**src/sv/cpts_pkg.sv**
```systemverilog
// Shared types, widths and codes for the counter/priority task scheduler.
package cpts_pkg;

  localparam int NUM_TASKS = 16;
  localparam int PRIO_BITS = 8;
  localparam int IDX_W     = (NUM_TASKS > 1) ? $clog2(NUM_TASKS) : 1;

  // Fixed port field widths.
  localparam int FUNC_W    = 1;
  localparam int SLOT_W    = 4;
  localparam int IN_PRIO_W = 8;
  localparam int CNT_W     = 9;
  localparam int STATUS_W  = 3;
  localparam int TASK_W    = 4;

  localparam logic [CNT_W-1:0] CNT_MAX = '1;
  localparam int SUM_W = ((PRIO_BITS > CNT_W) ? PRIO_BITS : CNT_W) + 1;

  localparam logic [FUNC_W-1:0] FUNC_TICK  = 1'b0;
  localparam logic [FUNC_W-1:0] FUNC_WRITE = 1'b1;

  typedef enum logic [STATUS_W-1:0] {
    ST_DOWN    = 3'd0,
    ST_KEPT    = 3'd1,
    ST_SWITCH  = 3'd2,
    ST_NONE    = 3'd3,
    ST_ZERO    = 3'd4,
    ST_WRITTEN = 3'd5
  } status_t;

  // One task slot as it travels along the ring.
  typedef struct packed {
    logic                 present;
    logic                 runnable;
    logic [PRIO_BITS-1:0] prio;
    logic [CNT_W-1:0]     cnt;
  } task_ent_t;

  typedef struct packed {
    logic              clear;
    logic              active;
    logic              wr_en;
    logic              dec_en;
    logic              refill;
    logic [IDX_W-1:0]  idx;
    logic [IDX_W-1:0]  cur;
    logic [SLOT_W-1:0] wr_slot;
    task_ent_t         wr_ent;
  } scan_ctl_t;

  typedef struct packed {
    logic             found;
    logic             dec_hit;
    logic [CNT_W-1:0] best;
    logic [IDX_W-1:0] sel;
    logic [CNT_W-1:0] cap;
  } scan_res_t;

endpackage

```
**src/sv/cpts_if.sv**
```systemverilog
// Valid/ready channel interfaces for scheduler items and results.
interface cpts_in_if
  import cpts_pkg::*;
();
  logic                 valid;
  logic                 ready;
  logic [FUNC_W-1:0]    func;
  logic [SLOT_W-1:0]    slot;
  logic                 present;
  logic                 runnable;
  logic [IN_PRIO_W-1:0] prio;
  logic [CNT_W-1:0]     slice;

  modport source (output valid, func, slot, present, runnable, prio, slice, input ready);
  modport sink   (input valid, func, slot, present, runnable, prio, slice, output ready);
endinterface

interface cpts_out_if
  import cpts_pkg::*;
();
  logic                valid;
  logic                ready;
  logic [STATUS_W-1:0] status;
  logic [TASK_W-1:0]   running_task;
  logic [CNT_W-1:0]    running_counter;

  modport source (output valid, status, running_task, running_counter, input ready);
  modport sink   (input valid, status, running_task, running_counter, output ready);
endinterface

```
**src/sv/counter_priority_task_scheduler_unit.sv**
```systemverilog
// Top level of the counter/priority task scheduler: ring of slot cells plus sequencer.
//
// Usage
//   in_ch  : one word per item. func selects a timer tick or a slot write
//            (slot, present, runnable, prio, slice).
//   out_ch : one word per item: status, running_task, running_counter.
//   Both channels move a word when valid and ready are high at a clock edge.
// Structure
//   The task table lives in a ring of NUM_TASKS cells. For every item the ring
//   turns once, one cell per cycle; the unit at cell 0 applies the write, the
//   countdown or the refill to the slot passing by and tracks the best pick.
// Sequence
//   Each item is taken in idle and passes the ring; its result is registered
//   before the next word is taken. A tick that finds every eligible counter
//   at zero turns the ring again for refill and repick.
// Reset: synchronous, active low: all slots empty, zero fields, current task 0.
// Backpressure: a stalled receiver keeps the result in the output register; the
//   next word is still taken and worked, then waits at the check with in_ch.ready low.
module counter_priority_task_scheduler_unit
  import cpts_pkg::*;
(
  input  logic       clk,
  input  logic       rst_n,
  cpts_in_if.sink    in_ch,
  cpts_out_if.source out_ch
);

  typedef enum logic [1:0] {
    S_IDLE,
    S_PASS,
    S_CHECK
  } state_t;

  state_t            state_r, state_nxt;
  logic              pass2_r, pass2_nxt;
  logic [IDX_W-1:0]  idx_r, idx_nxt;
  logic [IDX_W-1:0]  cur_r, cur_nxt;
  logic [FUNC_W-1:0] func_r, func_nxt;
  logic [SLOT_W-1:0] slot_r, slot_nxt;
  task_ent_t         wr_ent_r, wr_ent_nxt;

  // output register
  logic              out_valid_r, out_valid_nxt;
  status_t           status_r, status_nxt;
  logic [TASK_W-1:0] task_r, task_nxt;
  logic [CNT_W-1:0]  cnt_r, cnt_nxt;

  logic              in_acc;
  logic              out_free;
  logic              last;
  scan_ctl_t         ctl;
  scan_res_t         res;
  task_ent_t         ring [NUM_TASKS];
  task_ent_t         tail;

  assign in_acc   = in_ch.valid && in_ch.ready;
  assign out_free = !out_valid_r || out_ch.ready;
  assign last     = (idx_r == IDX_W'(NUM_TASKS - 1));

  // ring: cell k takes from cell k+1, the last cell from the head unit
  for (genvar k = 0; k < NUM_TASKS; k++) begin : g_cell
    task_ent_t nb;
    if (k == NUM_TASKS - 1) begin : g_tail
      assign nb = tail;
    end else begin : g_mid
      assign nb = ring[k+1];
    end
    cpts_cell u_cell (
      .clk      (clk),
      .rst_n    (rst_n),
      .shift_en (state_r == S_PASS),
      .ent_i    (nb),
      .ent_o    (ring[k])
    );
  end

  cpts_scan u_scan (
    .clk    (clk),
    .rst_n  (rst_n),
    .ctl    (ctl),
    .head_i (ring[0]),
    .tail_o (tail),
    .res_o  (res)
  );

  always_comb begin
    state_nxt     = state_r;
    pass2_nxt     = pass2_r;
    idx_nxt       = idx_r;
    cur_nxt       = cur_r;
    func_nxt      = func_r;
    slot_nxt      = slot_r;
    wr_ent_nxt    = wr_ent_r;
    out_valid_nxt = out_valid_r && !out_ch.ready;
    status_nxt    = status_r;
    task_nxt      = task_r;
    cnt_nxt       = cnt_r;

    ctl.clear   = 1'b0;
    ctl.active  = (state_r == S_PASS);
    ctl.wr_en   = (func_r == FUNC_WRITE) && !pass2_r;
    ctl.dec_en  = (func_r == FUNC_TICK) && !pass2_r;
    ctl.refill  = pass2_r;
    ctl.idx     = idx_r;
    ctl.cur     = cur_r;
    ctl.wr_slot = slot_r;
    ctl.wr_ent  = wr_ent_r;

    unique case (state_r)
      S_IDLE: begin
        if (in_acc) begin
          ctl.clear  = 1'b1;
          func_nxt   = in_ch.func;
          slot_nxt   = in_ch.slot;
          wr_ent_nxt = '{present: in_ch.present, runnable: in_ch.runnable,
                         prio: PRIO_BITS'(in_ch.prio), cnt: in_ch.slice};
          pass2_nxt  = 1'b0;
          idx_nxt    = '0;
          state_nxt  = S_PASS;
        end
      end
      S_PASS: begin
        if (last) begin
          idx_nxt   = '0;
          state_nxt = S_CHECK;
        end else begin
          idx_nxt = idx_r + IDX_W'(1);
        end
      end
      S_CHECK: begin
        if (!pass2_r && (func_r == FUNC_TICK) && !res.dec_hit && res.found &&
            (res.best == '0)) begin
          // every eligible counter is spent: refill and pick again
          ctl.clear = 1'b1;
          pass2_nxt = 1'b1;
          state_nxt = S_PASS;
        end else if (out_free) begin
          out_valid_nxt = 1'b1;
          state_nxt     = S_IDLE;
          cnt_nxt       = res.cap;
          if (func_r == FUNC_WRITE) begin
            status_nxt = ST_WRITTEN;
          end else if (res.dec_hit) begin
            status_nxt = ST_DOWN;
          end else if (!res.found) begin
            status_nxt = pass2_r ? ST_ZERO : ST_NONE;
          end else if (res.best == '0) begin
            status_nxt = ST_ZERO;
          end else begin
            status_nxt = (res.sel == cur_r) ? ST_KEPT : ST_SWITCH;
            cur_nxt    = res.sel;
            cnt_nxt    = res.best;
          end
          task_nxt = TASK_W'(cur_nxt);
        end
      end
      default: state_nxt = S_IDLE;
    endcase
  end

  always_ff @(posedge clk) begin
    if (!rst_n) begin
      state_r     <= S_IDLE;
      pass2_r     <= 1'b0;
      idx_r       <= '0;
      cur_r       <= '0;
      out_valid_r <= 1'b0;
    end else begin
      state_r     <= state_nxt;
      pass2_r     <= pass2_nxt;
      idx_r       <= idx_nxt;
      cur_r       <= cur_nxt;
      out_valid_r <= out_valid_nxt;
    end
    func_r   <= func_nxt;
    slot_r   <= slot_nxt;
    wr_ent_r <= wr_ent_nxt;
    status_r <= status_nxt;
    task_r   <= task_nxt;
    cnt_r    <= cnt_nxt;
  end

  assign in_ch.ready            = (state_r == S_IDLE);
  assign out_ch.valid           = out_valid_r;
  assign out_ch.status          = status_r;
  assign out_ch.running_task    = task_r;
  assign out_ch.running_counter = cnt_r;

  // ring must be back at its home position whenever no item is in work
  a_ring_home: assert property (@(posedge clk) disable iff (!rst_n)
    (state_r == S_IDLE) |-> (idx_r == '0))
    else $error("ring index not home while idle");

  // a pick only lands on a task with time left
  a_pick_nonzero: assert property (@(posedge clk) disable iff (!rst_n)
    (out_valid_r && ((status_r == ST_KEPT) || (status_r == ST_SWITCH))) |->
      (cnt_r != '0))
    else $error("picked task has zero counter");

  // the idle task is never picked
  a_pick_not_idle: assert property (@(posedge clk) disable iff (!rst_n)
    (out_valid_r && ((status_r == ST_KEPT) || (status_r == ST_SWITCH))) |->
      (task_r != '0))
    else $error("idle slot picked");

  // a countdown result never shows a full counter
  a_down_below_max: assert property (@(posedge clk) disable iff (!rst_n)
    (state_r == S_CHECK && state_nxt == S_IDLE && status_nxt == ST_DOWN) |=>
      (cnt_r != CNT_MAX))
    else $error("countdown result at maximum");

endmodule

```
**src/sv/cpts_cell.sv**
```systemverilog
// One ring cell: holds a task slot and passes it to its neighbor on a shift.
module cpts_cell
  import cpts_pkg::*;
(
  input  logic      clk,
  input  logic      rst_n,
  input  logic      shift_en,
  input  task_ent_t ent_i,
  output task_ent_t ent_o
);

  task_ent_t ent_r;

  always_ff @(posedge clk) begin
    if (!rst_n) begin
      ent_r <= '0;
    end else if (shift_en) begin
      ent_r <= ent_i;
    end
  end

  assign ent_o = ent_r;

endmodule

```
**src/sv/cpts_scan.sv**
```systemverilog
// Ring head unit: updates the slot leaving cell 0 and tracks the best pick.
module cpts_scan
  import cpts_pkg::*;
(
  input  logic      clk,
  input  logic      rst_n,
  input  scan_ctl_t ctl,
  input  task_ent_t head_i,
  output task_ent_t tail_o,
  output scan_res_t res_o
);

  logic             found_r, found_nxt;
  logic             dec_r, dec_nxt;
  logic [CNT_W-1:0] best_r, best_nxt;
  logic [IDX_W-1:0] sel_r, sel_nxt;
  logic [CNT_W-1:0] cap_r, cap_nxt;

  task_ent_t        mod;
  logic [SUM_W-1:0] sum;
  logic             not_idle;
  logic             is_cur;
  logic             eligible;

  always_comb begin
    not_idle  = (ctl.idx != '0);
    is_cur    = (ctl.idx == ctl.cur);
    sum       = SUM_W'(head_i.cnt >> 1) + SUM_W'(head_i.prio);
    mod       = head_i;
    found_nxt = found_r;
    dec_nxt   = dec_r;
    best_nxt  = best_r;
    sel_nxt   = sel_r;
    cap_nxt   = cap_r;

    if (ctl.wr_en && not_idle && (32'(ctl.idx) == 32'(ctl.wr_slot))) begin
      mod = ctl.wr_ent;
    end
    // refill: halve and add priority, saturating
    if (ctl.refill && not_idle && head_i.present) begin
      mod.cnt = (sum > SUM_W'(CNT_MAX)) ? CNT_MAX : CNT_W'(sum);
    end
    if (ctl.dec_en && is_cur && not_idle && (head_i.cnt != '0)) begin
      mod.cnt = head_i.cnt - CNT_W'(1);
      dec_nxt = 1'b1;
    end

    eligible = not_idle && mod.present && mod.runnable;

    if (ctl.clear) begin
      found_nxt = 1'b0;
      dec_nxt   = 1'b0;
      best_nxt  = '0;
      sel_nxt   = '0;
    end else if (ctl.active) begin
      // ascending scan, >= lets the highest slot win a tie
      if (eligible && (!found_r || (mod.cnt >= best_r))) begin
        found_nxt = 1'b1;
        best_nxt  = mod.cnt;
        sel_nxt   = ctl.idx;
      end
      if (is_cur) begin
        cap_nxt = mod.cnt;
      end
    end
  end

  always_ff @(posedge clk) begin
    if (!rst_n) begin
      found_r <= 1'b0;
      dec_r   <= 1'b0;
    end else begin
      found_r <= found_nxt;
      dec_r   <= dec_nxt;
    end
    best_r <= best_nxt;
    sel_r  <= sel_nxt;
    cap_r  <= cap_nxt;
  end

  assign tail_o = mod;
  assign res_o  = '{found: found_r, dec_hit: dec_r, best: best_r, sel: sel_r, cap: cap_r};

endmodule

```
**src/flat_wrapper.sv**
```systemverilog
// flat-port wrapper written by rule: the top's interface ports become plain ports
module counter_priority_task_scheduler_unit_flat import cpts_pkg::*;
  (clk, rst_n, in_ch_valid, in_ch_func, in_ch_slot, in_ch_present, in_ch_runnable, in_ch_prio, in_ch_slice, in_ch_ready, out_ch_valid, out_ch_status, out_ch_running_task, out_ch_running_counter, out_ch_ready);
  cpts_in_if in_ch_i ();
  cpts_out_if out_ch_i ();
  input  logic clk;
  input  logic rst_n;
  input wire logic [$bits(in_ch_i.valid)-1:0] in_ch_valid;
  input wire logic [$bits(in_ch_i.func)-1:0] in_ch_func;
  input wire logic [$bits(in_ch_i.slot)-1:0] in_ch_slot;
  input wire logic [$bits(in_ch_i.present)-1:0] in_ch_present;
  input wire logic [$bits(in_ch_i.runnable)-1:0] in_ch_runnable;
  input wire logic [$bits(in_ch_i.prio)-1:0] in_ch_prio;
  input wire logic [$bits(in_ch_i.slice)-1:0] in_ch_slice;
  output wire logic [$bits(in_ch_i.ready)-1:0] in_ch_ready;
  output wire logic [$bits(out_ch_i.valid)-1:0] out_ch_valid;
  output wire logic [$bits(out_ch_i.status)-1:0] out_ch_status;
  output wire logic [$bits(out_ch_i.running_task)-1:0] out_ch_running_task;
  output wire logic [$bits(out_ch_i.running_counter)-1:0] out_ch_running_counter;
  input wire logic [$bits(out_ch_i.ready)-1:0] out_ch_ready;
  assign in_ch_i.valid = in_ch_valid;
  assign in_ch_i.func = in_ch_func;
  assign in_ch_i.slot = in_ch_slot;
  assign in_ch_i.present = in_ch_present;
  assign in_ch_i.runnable = in_ch_runnable;
  assign in_ch_i.prio = in_ch_prio;
  assign in_ch_i.slice = in_ch_slice;
  assign in_ch_ready = in_ch_i.ready;
  assign out_ch_valid = out_ch_i.valid;
  assign out_ch_status = out_ch_i.status;
  assign out_ch_running_task = out_ch_i.running_task;
  assign out_ch_running_counter = out_ch_i.running_counter;
  assign out_ch_i.ready = out_ch_ready;
  counter_priority_task_scheduler_unit u_core (.clk(clk), .rst_n(rst_n), .in_ch(in_ch_i), .out_ch(out_ch_i));
endmodule
```
**config.mk**
```make
export PLATFORM = sky130hd
export DESIGN_NAME = counter_priority_task_scheduler_unit_flat
export DESIGN_NICKNAME = d
export VERILOG_FILES = /design/src/sv/cpts_pkg.sv /design/src/sv/cpts_if.sv /design/src/sv/counter_priority_task_scheduler_unit.sv /design/src/sv/cpts_cell.sv /design/src/sv/cpts_scan.sv /design/src/flat_wrapper.sv
export SDC_FILE = /design/constraint.sdc
export NUM_CORES = 1
export LEC_CHECK = 0
export BUFFER_PORTS_ARGS = -buffer_cell sky130_fd_sc_hd__clkbuf_2
export CAP_MARGIN = 20
export CORE_ASPECT_RATIO = 1.2
export CORE_UTILIZATION = 35
export CTS_BUF_LIST = sky130_fd_sc_hd__clkbuf_4 sky130_fd_sc_hd__clkbuf_8
export DETAILED_ROUTE_END_ITERATION = 8
export MAX_ROUTING_LAYER = met4
export SLEW_MARGIN = 20
export SYNTH_ARGS = -nofsm -noshare
export SYNTH_HDL_FRONTEND = slang
export SYNTH_HIERARCHICAL = 1
export SYNTH_SLANG_ARGS = --single-unit
```
**constraint.sdc**
```tcl
create_clock -name clk -period 3.7 [get_ports clk]
set_clock_uncertainty 0.15 [all_clocks]
set_input_delay 0.74 -clock clk [delete_from_list [all_inputs] [get_ports clk]]
set_output_delay 0.74 -clock clk [all_outputs]
set_load 0.01 [all_outputs]
```
# After elaboration in Yosys (flattened, before gate mapping)

Cells that the tools add are included.

Flip-flop bits (word level): 380
Input bits: 28

Add/subtract/negate cells: 3
Magnitude comparators: 2
Equal/unequal tests: 10
Muxes and demuxes: 34
Bitwise operators: 4
Reduce and logical (&&, ||, !) cells: 39

Operators by type and width:

| kind                                                   | count |
|---|---|
| two-way mux 9 bit                                      | 7 |
| two-way mux 4 bit                                      | 6 |
| two-way mux 19 bit                                     | 1 |
| logical AND 1 bit                                      | 17 |
| equality test 4 bit                                    | 3 |
| two-way mux 3 bit                                      | 4 |
| AND reduction 3 bit                                    | 4 |
| two-way mux 2 bit                                      | 5 |
| adder 8 x 8 -> 9 bit                                   | 1 |
| >= comparator 9 bit                                    | 1 |
| > comparator 9 bit (second input constant)             | 1 |
| logical NOT 9 bit                                      | 1 |
| nonzero test 9 bit                                     | 1 |
| subtractor 9 x 1 -> 9 bit (second input constant)      | 1 |
| case mux 4 bit (2 select lines)                        | 1 |
| two-way mux 1 bit                                      | 7 |
| case mux 2 bit (3 select lines)                        | 1 |
| AND reduction 2 bit                                    | 3 |
| logical NOT 1 bit                                      | 5 |
| adder 4 x 1 -> 4 bit (second input constant)           | 1 |
| equality test 4 bit (second input constant)            | 1 |
| inequality test 2 x 1 -> 1 bit (second input constant) | 2 |
| inverter 1 bit                                         | 4 |
| case mux 1 bit (2 select lines)                        | 2 |
| 9 further kinds                                        | 12 |

# Logic depth before layout (Yosys ltp)

Word-level depth: 11
Gate-level depth with buffers: 17
Mapped depth without buffers: 15

# By module

Netlist, hierarchy kept.

Modules (own cells, without submodules):

| module                               | instances | cells each | area an instance (sq um) | sequential area each (sq um) |
|---|---|---|---|---|
| cpts_cell                            | 16        | 60         | 724.4                    | 380.4 |
| cpts_scan                            | 1         | 246        | 2192.1                   | 570.5 |
| counter_priority_task_scheduler_unit | 1         | 144        | 2129.5                   | 1441.4 |

# Worst setup path after synthesis

OpenSTA, ideal clock, no wires.

Kind: register to register
Start point: reg u_core.idx_r[0]
End point: reg u_core.u_scan.best_r[2]
Arrival time: 3.301 ns
Data required time: 3.461 ns
Setup slack: 0.160 ns
Stages on the path, launching flop included: 17
Clock period less this slack: 3.540 ns
Path through: dfxtp_1 -> or4_1 -> buf_4 -> and3_1 -> buf_2 -> nor4_1 -> o21ai_0 -> o311ai_1 -> inv_1 -> ha_1 -> nand2_1 -> o21ai_0 -> a21oi_1 -> o21ai_0 -> clkbuf_1 -> a21oi_1 -> a311oi_2

RTL lines:

| element                | RTL line                                    | source |
|---|---|---|
| start, declared        | counter_priority_task_scheduler_unit.sv:36  | `logic [IDX_W-1:0] idx_r, idx_nxt;` |
| start signal, assigned | counter_priority_task_scheduler_unit.sv:171 | `idx_r <= idx_nxt;` |
| end signal, assigned   | cpts_scan.sv:76                             | `best_r <= best_nxt;` |
| end, declared          | cpts_scan.sv:15                             | `logic [CNT_W-1:0] best_r, best_nxt;` |

==> reports/metrics.csv <==
metric;value;unit
status;finished clean;
clock_latency;0.62;ns
combPwrFrac;0.054;
final-setup-viol-count;0;
p_sw;1.81;mW
syn_inst;1350;
ys_ff_latch;380;
wire_per_inst;13.9;microns
start_util;0.355;
worst_r2r_path_depth;14;
antenna_found_initial;1;
cp_max_fo;6;
yosys.cell_types.count;69;
grt_pass1_vias;9395;
fp-row-count;85;
synthArstFlopShare;0;
nNetsFinal;1488;
r2r_slack;0.20;ns
route.detailed.drc;0;
grt_max_degree;143;
ys_dominant_reg_cell;dfxtp_1;
hold_path_class;in -> reg;
fin_crit;3.50;ns
gr-total-overflow;0;
drv_cap;0;
grt_pass1_wl;48200;microns
coreArea;44900;sq um
cts_buffers;57;
dr.pass1.iters;4;
power_density;459;nW/um^2
ctsHoldBuffers;0;
syn_area_per_cell;11.8;sq um
hold_slack;0.139;ns
finalPower;8.23;mW
vias;9375;
power_frac_clock;0.433;
clk_pin_slew;0.06;ns
die_w;197;microns
fmax;286;MHz
seqPwrFrac;0.513;
drt-total-wl;29100;microns
grt_use_total;0.130;
rsz0062_at_grt;no;
fin_crit_sh;0.946;
final_core_util;0.400;
synth_fp_nets;1398;
final_common_cell;dfxtp_1;
ant_nets;0;
first_iter_violations;383;
synth-edff-count;49;
vias_per_cell;4.48;
endpoint_kind;register;
io_buffers;45;
reg2reg_from;u_core/idx_r[3]$_SDFFE_PN0P_;
startpoint;u_core/idx_r[3]$_SDFFE_PN0P_;
startpoint_type;register;
slew-limit-headroom;0.316;
regToRegEndpoint;u_core/u_scan/best_r[0]$_SDFFE_PP0P_;
syn2layout_area_growth;12.7;%
syn-cell-area;15900;sq um
ioPinCount;46;
setup-tns-final;0;ns
hold_viol_final;0;
clock_sinks;380;
total_leakage_power;6.48;nW
dieArea;46300;sq um
synth.top_cell.area_share;0.416;
hpwl;18800;microns
cp.arrival;3.88;ns
yosysTopAreaCell;dfxtp_1;
slew_violations;0;
power.share.switching;0.220;
critPathKind;reg -> reg;
layout_common_cells;331 x dfxtp_1, 309 x mux2i_1, 308 x nor2b_1;
htreeDepth;2;
yosysWarnings;6;
routabilityCongestion;0.866;
drive_gt1_frac;0.167;
die_y;236;microns
tightest_slew;1.03;ns
cts_tree;yes;
crit_end;u_core/u_scan/best_r[0]$_SDFFE_PP0P_;
p_int;6.43;mW
ir_drop;0.237;mV
ctsLongestPathBuffers;3;
clockRootBuffer;clkbuf_8;
synth_area_leaders;dfxtp_1 42%, mux2i_1 19%, nor2b_1 12%;
crit_required;4.08;ns
ys_seq_area_frac;0.509;
[routing by layer]
layer,vias to the layer above,part of all wire,track usage
met5,-,0,-
met4,0,0.021,0.0467
met3,45,0.032,0.0234
met2,120,0.48,0.213
met1,4354,0.47,0.160
li1,4856,-,-
[cell families (layout without fill, tap and decap cells)]
group | count (synthesis) | after routing | share of synthesized area
buffers and inverters | 82 | 215 | 0.0465
AO/OA/AOI/OAI | 89 | 89 | 0.0392
AND/OR/NAND/NOR | 422 | 422 | 0.162
adder cells (fa/ha/maj) | 20 | 20 | 0.0162
XOR/XNOR | 21 | 21 | 0.0116
other | 0 | 1 | 0
flip-flops | 380 | 380 | 0.509
multiplexers | 336 | 336 | 0.216
[critical path, cell delays in order (launching register included)]
cell and delay (ns):
dfxtp_1 0.35, or4_4 0.59, nand4_4 0.12, nor2_4 0.07, mux2_1 0.32, o21ai_1 0.24, nand2_1 0.14, ha_1 0.31
nand2_1 0.05, o21ai_0 0.21, a21oi_1 0.13, o21ai_1 0.19, buf_2 0.22, a21oi_1 0.09, a211oi_2 0.23
[cell usage after synthesis, drive strengths merged, types with 3 or more instances]
master	count
a211oi	9
a21oi	31
a311oi	4
a31oi	3
and3	4
buf	41
clkbuf	20
dfxtp	331
edfxtp	49
ha	19
inv	21
mux2	26
mux2i	310
nand2	29
nand2b	6
nand3	15
nand4	5
nor2	25
nor2b	308
nor3	6
nor3b	5
nor4	5
o211ai	3
o21ai	18
o311ai	4
or2	3
or3	4
or4	3
xnor2	13
xor2	8
[timing repair]
action | CTS | global route
resized for setup | 0 | 16
buffers inserted | 0 | 3
endpoints found under the setup margin | 0 | 13
[layout make-up]
class | count | area, sq um
repair buffers | 92 | 619
clock inverters | 16 | 145
flip-flops and latches | 380 | 8100
multi-input cells | 888 | 7130
well taps | 609 | 762
inverters | 21 | 86.3
fillers | 4363 | 26900
clock buffers | 86 | 1080
diodes | 1 | 2.50
[power by group through the flow]
stage          Sequential [mW]  Combinational (mW)  Clock (mW)
2_1_floorplan             4.30               0.404           0
6_report                  4.22               0.445        3.57
3_3_place_gp              4.31               0.438           0
3_5_place_dp              4.31               0.442           0
4_1_cts                   4.22               0.443        3.73
5_1_grt                   4.22               0.474        3.91
[state kept, by name, indices dropped and copies added, names as in the netlist]
| signal | cells |
|---|---|
| u_core/u_scan/best_r | 9 |
| u_core/out_ch.running_counter | 9 |
| u_core/ctl | 19 |
| u_core/u_scan/found_r | 1 |
| u_core/cur_r | 4 |
| u_core/u_scan/dec_r | 1 |
| u_core/state_r | 2 |
| u_core/pass2_r | 1 |
| u_core/u_scan/cap_r | 9 |
| u_core/out_ch.running_task | 4 |
| u_core/func_r | 1 |
| u_core/u_scan/sel_r | 4 |
| u_core/slot_r | 4 |
| u_core/out_ch.valid | 1 |
| u_core/out_ch.status | 3 |
| u_core/idx_r | 4 |
| u_core/g_cell.u_cell/ent_o | 304 |
[through the flow]
stage / instances / setup slack [ns] / cell area [sq um]
2_1_floorplan: 1350 / 0.160 / 15900
3_3_place_gp: 1986 / 0.161 / 16600
3_5_place_dp: 1986 / 0.138 / 16600
4_1_cts: 2088 / 0.0788 / 17800
5_1_grt: 2093 / 0.0110 / 17900
6_report: 2093 / 0.198 / 17900
[how the worst min path moves through the flow]
stage / slack [ns] / startpoint / to / depth (start not counted)
after floorplan: 0.29 / u_core/u_scan/dec_r$_SDFFE_PP0P_ / u_core/u_scan/dec_r$_SDFFE_PP0P_ / 1
after global placement: 0.34 / u_core/u_scan/sel_r[0]$_SDFFE_PP0P_ / u_core/cur_r[0]$_SDFFE_PN0P_ / 2
after detailed placement: 0.35 / u_core/g_cell[9].u_cell/ent_o[9]$_SDFFE_PN0P_ / u_core/g_cell[8].u_cell/ent_o[9]$_SDFFE_PN0P_ / 2
after CTS: 0.07 / in_ch_prio[4] / u_core/ctl[13]$_DFFE_PP_ / 1
after global routing: 0.09 / in_ch_prio[4] / u_core/ctl[13]$_DFFE_PP_ / 1
final: 0.14 / in_ch_prio[4] / u_core/ctl[13]$_DFFE_PP_ / 1
(Power assumes the default switching activity.)
